[config.mk]
export PLATFORM = sky130hd
export DESIGN_NAME = button_event_detector
export DESIGN_NICKNAME = d
export VERILOG_FILES = /design/src/hw/rtl/bed_pkg.sv /design/src/hw/rtl/button_event_detector.sv /design/src/hw/rtl/bed_core.sv /design/src/hw/rtl/bed_evq.sv
export SDC_FILE = /design/constraint.sdc
export NUM_CORES = 1
export LEC_CHECK = 0
export ABC_AREA = 1
export BUFFER_PORTS_ARGS = -buffer_cell sky130_fd_sc_hd__buf_2
export CAP_MARGIN = 20
export CORE_ASPECT_RATIO = 0.8
export CORE_UTILIZATION = 40
export CTS_CLUSTER_DIAMETER = 30
export DETAILED_ROUTE_END_ITERATION = 8
export SLEW_MARGIN = 10
export SYNTH_ARGS = -nofsm -noshare
export SYNTH_HDL_FRONTEND = slang
export SYNTH_SLANG_ARGS = --single-unit
[constraint.sdc]
create_clock -name clock -period 3.8 [get_ports clock]
set_input_delay 0.38 -clock clock [delete_from_list [all_inputs] [get_ports clock]]
set_output_delay 0.38 -clock clock [all_outputs]
set_load 0.02 [all_outputs]
[src/hw/rtl/bed_pkg.sv]
// Shared types, constants and helpers of the button event detector.
// Depends on nothing; every other file of the block uses it.
`default_nettype none

package bed_pkg;

   localparam int DEBOUNCE_THRESHOLD = 4;
   localparam int SCORE_W            = 5;
   localparam int EVENT_SLOTS        = 4;
   localparam int SLOT_CNT_W         = $clog2(EVENT_SLOTS + 1);
   localparam int FIFO_DEPTH         = 8;
   localparam int FIFO_PTR_W         = $clog2(FIFO_DEPTH);
   localparam int FIFO_CNT_W         = $clog2(FIFO_DEPTH + 1);

   localparam logic [2:0] CSR_ACTIVE_LEVEL      = 3'd0;
   localparam logic [2:0] CSR_DEBOUNCE_SAMPLE   = 3'd1;
   localparam logic [2:0] CSR_LONG_PRESS        = 3'd2;
   localparam logic [2:0] CSR_REPEAT            = 3'd3;
   localparam logic [2:0] CSR_MULTI_CLICK       = 3'd4;
   localparam logic [2:0] CSR_EVENT_ENABLES     = 3'd5;
   localparam logic [2:0] CSR_MENU_LEVEL        = 3'd6;

   localparam int EN_LONG_PRESS  = 0;
   localparam int EN_AUTO_REPEAT = 1;
   localparam int EN_MULTI_CLICK = 2;

   typedef enum logic [2:0] {
      PH_IDLE         = 3'd0,
      PH_PRESS_DEB    = 3'd1,
      PH_HOLD         = 3'd2,
      PH_REL_DEB      = 3'd3,
      PH_LONG_HOLD    = 3'd4,
      PH_REL_LONG_DEB = 3'd5
   } phase_type;

   typedef enum logic [2:0] {
      EV_PRESS        = 3'd0,
      EV_RELEASE      = 3'd1,
      EV_LONG_RELEASE = 3'd2,
      EV_CLICK        = 3'd3,
      EV_LONG_PRESS   = 3'd4,
      EV_REPEAT       = 3'd5,
      EV_MULTI        = 3'd6
   } event_code_type;

   typedef struct packed {
      event_code_type code;
      logic [15:0]    param;
      logic [2:0]     menu;
      logic           last;
   } event_type;

   typedef struct packed {
      logic [SLOT_CNT_W-1:0]            count;
      event_type [EVENT_SLOTS-1:0]      slot;
   } event_batch_type;

   function automatic logic [15:0] at_least_one(input logic [15:0] v);
      return (v == 16'd0) ? 16'd1 : v;
   endfunction

endpackage

`default_nettype wire

[src/hw/rtl/button_event_detector.sv]
// Button event detector: one pin sample per request turns into zero to four
// events (press, release, long release, click, long press, repeat, multi
// click), delivered one per cycle while the result side is ready, with the last
// event of a request marked. A request is taken in the cycle it arrives while
// the eight-entry event queue holds at most four events, so one request a cycle
// is sustained as long as the result side drains one event a cycle; a request
// that yields several events uses that many result slots. The state update is
// combinational and registered on accept. There is no clearing pass after reset.
// Depends on bed_pkg, bed_core and bed_evq.
`default_nettype none

module button_event_detector (
   input  wire logic        clock,
   input  wire logic        reset,
   input  wire logic        req_valid,
   output      logic        req_ready,
   input  wire logic        req_pin_level,
   output      logic        rsp_valid,
   input  wire logic        rsp_ready,
   output      logic [2:0]  rsp_event_code,
   output      logic [15:0] rsp_event_param,
   output      logic [2:0]  rsp_event_menu,
   output      logic        rsp_last_event,
   input  wire logic        csr_wr_en,
   input  wire logic [2:0]  csr_index,
   input  wire logic [15:0] csr_wdata
);

   bed_pkg::event_batch_type batch;
   bed_pkg::event_type       head;
   logic                     accept;
   logic                     has_room;

   assign req_ready = has_room;
   assign accept    = req_valid && has_room;

   bed_core u_core (
      .clock     (clock),
      .reset     (reset),
      .accept    (accept),
      .pin_level (req_pin_level),
      .csr_wr_en (csr_wr_en),
      .csr_index (csr_index),
      .csr_wdata (csr_wdata),
      .batch     (batch)
   );

   bed_evq u_evq (
      .clock     (clock),
      .reset     (reset),
      .push      (accept),
      .batch     (batch),
      .pop       (rsp_ready),
      .has_room  (has_room),
      .not_empty (rsp_valid),
      .head      (head)
   );

   assign rsp_event_code  = head.code;
   assign rsp_event_param = head.param;
   assign rsp_event_menu  = head.menu;
   assign rsp_last_event  = head.last;

endmodule

`default_nettype wire

[src/hw/rtl/bed_core.sv]
// Button state, debounce score, hold and click timers and event generation.
// Depends on bed_pkg; produces one batch of up to four events per request.
`default_nettype none

module bed_core (
   input  wire logic                      clock,
   input  wire logic                      reset,
   input  wire logic                      accept,
   input  wire logic                      pin_level,
   input  wire logic                      csr_wr_en,
   input  wire logic [2:0]                csr_index,
   input  wire logic [15:0]               csr_wdata,
   output      bed_pkg::event_batch_type  batch
);

   localparam logic signed [bed_pkg::SCORE_W-1:0] SCORE_POS =
      bed_pkg::SCORE_W'(bed_pkg::DEBOUNCE_THRESHOLD);
   localparam logic signed [bed_pkg::SCORE_W-1:0] SCORE_NEG = -SCORE_POS;
   localparam logic signed [bed_pkg::SCORE_W-1:0] SCORE_ONE =
      bed_pkg::SCORE_W'(1);
   localparam logic [bed_pkg::SLOT_CNT_W-1:0] SLOT_ONE = bed_pkg::SLOT_CNT_W'(1);

   logic        active_ff;
   logic [15:0] deb_ticks_ff;
   logic [15:0] long_ticks_ff;
   logic [15:0] rep_ticks_ff;
   logic [15:0] multi_ticks_ff;
   logic [2:0]  enables_ff;
   logic [2:0]  menu_ff;

   bed_pkg::phase_type                 phase_ff, phase_in, phase_mid;
   logic                               prev_ff, prev_in;
   logic signed [bed_pkg::SCORE_W-1:0] score_ff, score_in;
   logic [15:0]                        sample_ff, sample_in;
   logic [15:0]                        hold_cnt_ff, hold_cnt_in;
   logic                               hold_run_ff, hold_run_in;
   logic [15:0]                        click_cnt_ff, click_cnt_in;
   logic                               click_run_ff, click_run_in;
   logic [15:0]                        repeat_ff, repeat_in;
   logic [7:0]                         clicks_ff, clicks_in;

   logic                               pressed;
   logic                               edge_seen;
   logic                               hold_fire;
   logic                               due;
   logic                               is_long;
   logic [bed_pkg::SLOT_CNT_W-1:0]     n;

   assign pressed   = (pin_level == active_ff);
   assign edge_seen = (pin_level != prev_ff);

   always_ff @(posedge clock) begin
      if (reset) begin
         active_ff      <= 1'b0;
         deb_ticks_ff   <= 16'd5;
         long_ticks_ff  <= 16'd1000;
         rep_ticks_ff   <= 16'd250;
         multi_ticks_ff <= 16'd300;
         enables_ff     <= 3'd0;
         menu_ff        <= 3'd0;
      end else if (csr_wr_en) begin
         case (csr_index)
            bed_pkg::CSR_ACTIVE_LEVEL:    active_ff      <= csr_wdata[0];
            bed_pkg::CSR_DEBOUNCE_SAMPLE: deb_ticks_ff   <= csr_wdata;
            bed_pkg::CSR_LONG_PRESS:      long_ticks_ff  <= csr_wdata;
            bed_pkg::CSR_REPEAT:          rep_ticks_ff   <= csr_wdata;
            bed_pkg::CSR_MULTI_CLICK:     multi_ticks_ff <= csr_wdata;
            bed_pkg::CSR_EVENT_ENABLES:   enables_ff     <= csr_wdata[2:0];
            bed_pkg::CSR_MENU_LEVEL:      menu_ff        <= csr_wdata[2:0];
            default: ;
         endcase
      end
   end

   always_ff @(posedge clock) begin
      if (reset) begin
         phase_ff     <= bed_pkg::PH_IDLE;
         prev_ff      <= 1'b1;
         score_ff     <= '0;
         sample_ff    <= '0;
         hold_cnt_ff  <= '0;
         hold_run_ff  <= 1'b0;
         click_cnt_ff <= '0;
         click_run_ff <= 1'b0;
         repeat_ff    <= '0;
         clicks_ff    <= '0;
      end else if (accept) begin
         phase_ff     <= phase_in;
         prev_ff      <= prev_in;
         score_ff     <= score_in;
         sample_ff    <= sample_in;
         hold_cnt_ff  <= hold_cnt_in;
         hold_run_ff  <= hold_run_in;
         click_cnt_ff <= click_cnt_in;
         click_run_ff <= click_run_in;
         repeat_ff    <= repeat_in;
         clicks_ff    <= clicks_in;
      end
   end

   always_comb begin
      phase_in     = phase_ff;
      prev_in      = pin_level;
      score_in     = score_ff;
      sample_in    = sample_ff;
      hold_cnt_in  = hold_cnt_ff;
      hold_run_in  = hold_run_ff;
      click_cnt_in = click_cnt_ff;
      click_run_in = click_run_ff;
      repeat_in    = repeat_ff;
      clicks_in    = clicks_ff;
      batch        = '0;
      n            = '0;
      hold_fire    = 1'b0;
      due          = 1'b0;
      is_long      = 1'b0;
      phase_mid    = phase_ff;

      // click timer
      if (click_run_ff) begin
         if (click_cnt_ff <= 16'd1) begin
            click_cnt_in = '0;
            click_run_in = 1'b0;
            if (clicks_ff > 8'd1) begin
               batch.slot[n[1:0]].code  = bed_pkg::EV_MULTI;
               batch.slot[n[1:0]].param = {8'd0, clicks_ff};
            end else begin
               batch.slot[n[1:0]].code  = bed_pkg::EV_CLICK;
               batch.slot[n[1:0]].param = '0;
            end
            batch.slot[n[1:0]].menu = menu_ff;
            n         = n + SLOT_ONE;
            clicks_in = '0;
         end else begin
            click_cnt_in = click_cnt_ff - 16'd1;
         end
      end

      // hold timer
      if (hold_run_ff) begin
         if (hold_cnt_ff <= 16'd1) begin
            hold_cnt_in = '0;
            hold_run_in = 1'b0;
            hold_fire   = 1'b1;
         end else begin
            hold_cnt_in = hold_cnt_ff - 16'd1;
         end
      end
      if (hold_fire && pressed) begin
         if (phase_ff inside {bed_pkg::PH_REL_DEB, bed_pkg::PH_REL_LONG_DEB}) begin
            phase_in = bed_pkg::PH_REL_LONG_DEB;
         end else begin
            phase_in = bed_pkg::PH_LONG_HOLD;
         end
         batch.slot[n[1:0]].code  = bed_pkg::EV_LONG_PRESS;
         batch.slot[n[1:0]].param = '0;
         if (enables_ff[bed_pkg::EN_AUTO_REPEAT]) begin
            if (repeat_ff != 16'd0) begin
               batch.slot[n[1:0]].code = bed_pkg::EV_REPEAT;
            end
            batch.slot[n[1:0]].param = repeat_ff;
            if (repeat_ff != 16'hFFFF) begin
               repeat_in = repeat_ff + 16'd1;
            end
            hold_cnt_in = bed_pkg::at_least_one(rep_ticks_ff);
            hold_run_in = 1'b1;
         end
         batch.slot[n[1:0]].menu = menu_ff;
         n = n + SLOT_ONE;
      end
      phase_mid = phase_in;

      // pin logic
      case (phase_mid)
         bed_pkg::PH_IDLE, bed_pkg::PH_HOLD, bed_pkg::PH_LONG_HOLD: begin
            if (edge_seen) begin
               case (phase_mid)
                  bed_pkg::PH_IDLE: phase_in = bed_pkg::PH_PRESS_DEB;
                  bed_pkg::PH_HOLD: phase_in = bed_pkg::PH_REL_DEB;
                  default:          phase_in = bed_pkg::PH_REL_LONG_DEB;
               endcase
               score_in  = '0;
               sample_in = bed_pkg::at_least_one(deb_ticks_ff);
            end
         end
         bed_pkg::PH_PRESS_DEB: begin
            if (sample_ff <= 16'd1) begin
               sample_in = bed_pkg::at_least_one(deb_ticks_ff);
               due       = 1'b1;
            end else begin
               sample_in = sample_ff - 16'd1;
            end
            if (due) begin
               score_in = pressed ? score_ff + SCORE_ONE : score_ff - SCORE_ONE;
               if (score_in <= SCORE_NEG) begin
                  phase_in = bed_pkg::PH_IDLE;
               end else if (score_in >= SCORE_POS) begin
                  batch.slot[n[1:0]].code  = bed_pkg::EV_PRESS;
                  batch.slot[n[1:0]].param = '0;
                  batch.slot[n[1:0]].menu  = menu_ff;
                  n = n + SLOT_ONE;
                  if (enables_ff[bed_pkg::EN_LONG_PRESS] ||
                      enables_ff[bed_pkg::EN_AUTO_REPEAT]) begin
                     hold_cnt_in = bed_pkg::at_least_one(long_ticks_ff);
                     hold_run_in = 1'b1;
                  end
                  phase_in = bed_pkg::PH_HOLD;
               end
            end
         end
         bed_pkg::PH_REL_DEB, bed_pkg::PH_REL_LONG_DEB: begin
            is_long = (phase_mid == bed_pkg::PH_REL_LONG_DEB);
            if (sample_ff <= 16'd1) begin
               sample_in = bed_pkg::at_least_one(deb_ticks_ff);
               due       = 1'b1;
            end else begin
               sample_in = sample_ff - 16'd1;
            end
            if (due) begin
               score_in = pressed ? score_ff - SCORE_ONE : score_ff + SCORE_ONE;
               if (score_in <= SCORE_NEG) begin
                  phase_in = is_long ? bed_pkg::PH_LONG_HOLD : bed_pkg::PH_HOLD;
               end else if (score_in >= SCORE_POS) begin
                  hold_run_in = 1'b0;
                  hold_cnt_in = '0;
                  repeat_in   = '0;
                  batch.slot[n[1:0]].code  = is_long ? bed_pkg::EV_LONG_RELEASE
                                                     : bed_pkg::EV_RELEASE;
                  batch.slot[n[1:0]].param = '0;
                  batch.slot[n[1:0]].menu  = menu_ff;
                  n = n + SLOT_ONE;
                  if (!is_long) begin
                     if (enables_ff[bed_pkg::EN_MULTI_CLICK]) begin
                        click_cnt_in = bed_pkg::at_least_one(multi_ticks_ff);
                        click_run_in = 1'b1;
                        if (clicks_in != 8'hFF) begin
                           clicks_in = clicks_in + 8'd1;
                        end
                     end else begin
                        batch.slot[n[1:0]].code  = bed_pkg::EV_CLICK;
                        batch.slot[n[1:0]].param = '0;
                        batch.slot[n[1:0]].menu  = menu_ff;
                        n = n + SLOT_ONE;
                     end
                  end
                  phase_in = bed_pkg::PH_IDLE;
               end
            end
         end
         default: begin
            phase_in = bed_pkg::PH_IDLE;
         end
      endcase

      // mark the final event of the request
      for (int i = 0; i < bed_pkg::EVENT_SLOTS; i++) begin
         batch.slot[i].last = (bed_pkg::SLOT_CNT_W'(i + 1) == n);
      end
      batch.count = n;
   end

endmodule

`default_nettype wire

[src/hw/rtl/bed_evq.sv]
// Event queue: takes a batch of up to four events a cycle, delivers one a cycle while popped.
// Depends on bed_pkg for the event and batch types and the queue depth.
`default_nettype none

module bed_evq (
   input  wire logic                      clock,
   input  wire logic                      reset,
   input  wire logic                      push,
   input  wire bed_pkg::event_batch_type  batch,
   input  wire logic                      pop,
   output      logic                      has_room,
   output      logic                      not_empty,
   output      bed_pkg::event_type        head
);

   bed_pkg::event_type mem [bed_pkg::FIFO_DEPTH];

   logic [bed_pkg::FIFO_PTR_W-1:0] wr_ptr_ff, wr_ptr_in;
   logic [bed_pkg::FIFO_PTR_W-1:0] rd_ptr_ff, rd_ptr_in;
   logic [bed_pkg::FIFO_CNT_W-1:0] count_ff, count_in;
   logic [bed_pkg::FIFO_CNT_W-1:0] push_n;
   logic                           do_pop;

   assign has_room  = (count_ff <=
                       bed_pkg::FIFO_CNT_W'(bed_pkg::FIFO_DEPTH - bed_pkg::EVENT_SLOTS));
   assign not_empty = (count_ff != '0);
   assign head      = mem[rd_ptr_ff];
   assign do_pop    = pop && not_empty;
   assign push_n    = push ? bed_pkg::FIFO_CNT_W'(batch.count) : '0;

   always_comb begin
      wr_ptr_in = wr_ptr_ff + bed_pkg::FIFO_PTR_W'(push_n);
      rd_ptr_in = do_pop ? rd_ptr_ff + bed_pkg::FIFO_PTR_W'(1) : rd_ptr_ff;
      count_in  = count_ff + push_n - (do_pop ? bed_pkg::FIFO_CNT_W'(1) : '0);
   end

   always_ff @(posedge clock) begin
      if (reset) begin
         wr_ptr_ff <= '0;
         rd_ptr_ff <= '0;
         count_ff  <= '0;
      end else begin
         wr_ptr_ff <= wr_ptr_in;
         rd_ptr_ff <= rd_ptr_in;
         count_ff  <= count_in;
      end
   end

   always_ff @(posedge clock) begin
      for (int k = 0; k < bed_pkg::EVENT_SLOTS; k++) begin
         if (push && (bed_pkg::SLOT_CNT_W'(k) < batch.count)) begin
            mem[bed_pkg::FIFO_PTR_W'(wr_ptr_ff + bed_pkg::FIFO_PTR_W'(k))] <= batch.slot[k];
         end
      end
   end

endmodule

`default_nettype wire
==> metrics.txt <==
result of the run finished clean; Internal Pwr Total 10.8 mW; clk root buf clkbuf_16; number of enable-type register cells in the synthesized netlist 184; cell area after layout around 26,000 um2; Post-layout nets 3,019; Avg WL per Cell 19.6 um; Async S/R FF share, synth 0%; reported net switching power 5.07 mW; worst endpoint data arrival time 3.99 ns; die extent in x 257 um; DP HPWL 49,500 um; placeable core region 51,200 um2; number of antenna violations at the first check in global routing 1; gate count of the mapped netlist 2,880; instance count along the most critical hold path 3; Worst Setup Path Type reg2reg; class of the tightest hold or removal check in2reg; number of placement rows 74; starting density of the core 40.6%; most used flip-flop cell after synthesis edfxtp_1; kind of capture point of the worst setup path register; highest ir drop seen on vdd 0.000313 V; insertion delay of the later-clocked pin in the worst-skew pair 0.64 ns; IO Pins 50; maximum number of pins on one net before global-route repair 93; maximum frequency from static timing analysis approximately 280 MHz; number of nets produced by synthesis 2,931; count of cells along the worst register-to-register path 22; share of post-route cells with drive strength above 1 13.1%; Combinational Power Share 21.1%; die height 206 um; Pleak 10.8 nW; Period minus WS final 3.59 ns; Placed Area around 22,000 um2; Clk network pwr share 51.2%; total global routing overflow 0; setup violation total in the final timing report 0; RSZ-0062 raised after global routing true; max_slew headroom about a third; detail-routed via count per cell 5.68; end-of-flow core utilization roughly 50%; count of maximum capacitance violations 0; area of the mapped netlist 20,800 um2; gr usage total 27.4%; clk sink count 351; number of pins with negative max-slew slack in the final report 0; area enclosed by the die boundary 52,900 um2; Pre-antenna DRT Iters 6; biggest area contributors in the synthesized netlist edfxtp_1, dfxtp_1, o21ai_0, nor2_1, nand2_1; post-synthesis sequential element count ~350; commonest cells after routing, fill and taps aside nor2_1, nand2_1, o21ai_0; number of distinct library cell variants in the gate-level netlist after synthesis 57; data required time of the critical path 4.20 ns; areal power density over the cells 620 nW/um2; number of buffers created by CTS 92; number of remaining DRC errors 0; CTS max path bufs 3; most common cell after layout, fill and taps aside nor2_1; portion of synthesized cell area occupied by the leading cell type roughly a quarter; Final Wtd Congestion 0.980; # diodes 0; number of synthesis warnings 0; largest area contributor in the netlist edfxtp_1; number of hold violations in the final report 0; worst clock skew on the final layout 0.0578 ns; fin crit share 94.6%; clock-pin slew on the worst setup and hold paths 0.05 ns; number of global-route vias before repair 19,900; Final Hold Slack slightly below 0.08 ns; global-route wire length before repair 114,000 um; kind of start point of the critical path register; filler instances slightly below 5,000; total via count in the routed design between 20,000 and 25,000; Sequential Power Share 27.7%; crit-path max FO 23; I/O Buffers 49; violation count after the first detailed-route iteration between 2,000 and 3,000; CTS tree yes; routed wire length approximately 73,000 um; Mapped Avg Cell Area 7.22 um2; area delta synth->final 22.9%; htree depth 3; sequential cell area fraction in the yosys report 42.6%; post-layout total power about 16 mW; antenna violation net count after detailed routing 0; switching share of power between 30% and 40%; Slew @ Worst Pin 0.995 ns
[power groups by stage]
stage	combinational [mW]	sequential [mW]	clock, mW
after CTS	3.29	4.38	8.19
after floorplan	2.34	4.38	0
final	3.35	4.39	8.12
after global placement	3.23	4.44	0
after global routing	3.72	4.42	8.41
after detailed placement	3.27	4.45	0
[Yosys cell counts (16+ instances only)]
cell      count
a21oi_1     211
a31oi_1      42
buf_2        26
clkbuf_1     97
dfxtp_1     167
edfxtp_1    184
ha_1         24
inv_1       258
nand2_1     453
nand2_2      16
nand3_1     184
nand4_1      23
nor2_1      513
nor3_1       41
o211ai_1     23
o21ai_0     403
o22ai_1      37
xor2_1       21
[registers in the layout, summed over array words and instances, names as in the netlist, 4 cells and up, named ones only]
| register | cells |
|---|---|
| u_evq.mem | 184 |
| u_core.click_cnt_ff | 16 |
| u_core.deb_ticks_ff | 16 |
| u_core.hold_cnt_ff | 16 |
| u_core.long_ticks_ff | 16 |
| u_core.multi_ticks_ff | 16 |
| u_core.rep_ticks_ff | 16 |
| u_core.repeat_ff | 16 |
| u_core.sample_ff | 16 |
| u_core.clicks_ff | 8 |
| u_core.score_ff | 5 |
| u_evq.count_ff | 4 |
[per-layer routing]
metal	routed length, um	track usage, %	up-vias
met3	6630	4.83	153
met2	30900	41.1	1045
met4	1920	9.31	2
met5	13	0	-
li1	-	-	10000
met1	33600	39.6	9972
[path summary, 6_finish.rpt]
| check | from | slack (ns) | endpoint |
|---|---|---|---|
| worst max-delay path | u_core.score_ff[0]$_SDFFE_PP0P_ | 0.21 | u_evq.mem[0][1]$_DFFE_PP_ |
| worst min-delay path | csr_wdata[7] | 0.08 | u_core.rep_ticks_ff[7]$_SDFFE_PP1P_ |
| worst max register to register | u_core.score_ff[0]$_SDFFE_PP0P_ | 0.21 | u_evq.mem[0][1]$_DFFE_PP_ |
| worst min register to register | u_evq.rd_ptr_ff[0]$_SDFFE_PP0P_ | 0.44 | register |
[layout make-up]
type,instances,area [um2],share of cell area (%)
timing repair buffer,136,1110,4.35
tap,684,856,3.35
clock inverter,63,875,3.42
inverter,272,1020,4.01
multi-input combinational,2115,10400,40.8
sequential,351,8870,34.7
clock buffer,105,2390,9.35
[cell families after synthesis]
logic type                 share of synthesized area, %
xor gates and xnor gates                           1.14
buffers and inverters                              7.90
and+or+nand+nor                                    26.8
AOI/OAI and AO/OA                                  19.9
adders and majority gates                          1.64
DFF                                                42.6
[what timing repair did]
action / in CTS / in global routing
setup buffers: 0 / 1
gates resized for setup: 0 / 33
hold buffers: 0 / 0
setup endpoints to repair: 0 / 360
[metrics by stage]
stage	std cells	TNS, ns	setup WS (ns)
after floorplan	2880	0	0.100
after global placement	3553	0	0.0760
after detailed placement	3553	0	0.136
after CTS	3721	0	0.103
after global routing	3726	-0.0611	-0.0160
final	3726	0	0.206
[worst max-delay path: stages, from the launching register on]
cell      delay, ns
dfxtp_2        0.37
inv_1          0.11
ha_1           0.25
inv_1          0.06
nand2_1        0.05
nand2_1        0.11
nand2_1        0.07
nand2_1        0.11
nand3_1        0.15
nand3_4        0.15
clkinv_2       0.18
nand2_2        0.21
nand2_1        0.09
nand2_2        0.09
o21ai_4        0.10
nand2_4        0.19
nand2_8        0.15
buf_4          0.21
nand3_2        0.11
buf_4          0.34
nand3_1        0.18
nand2_1        0.09
inv_1          0.04
Power figures use the tool's default switching activity.
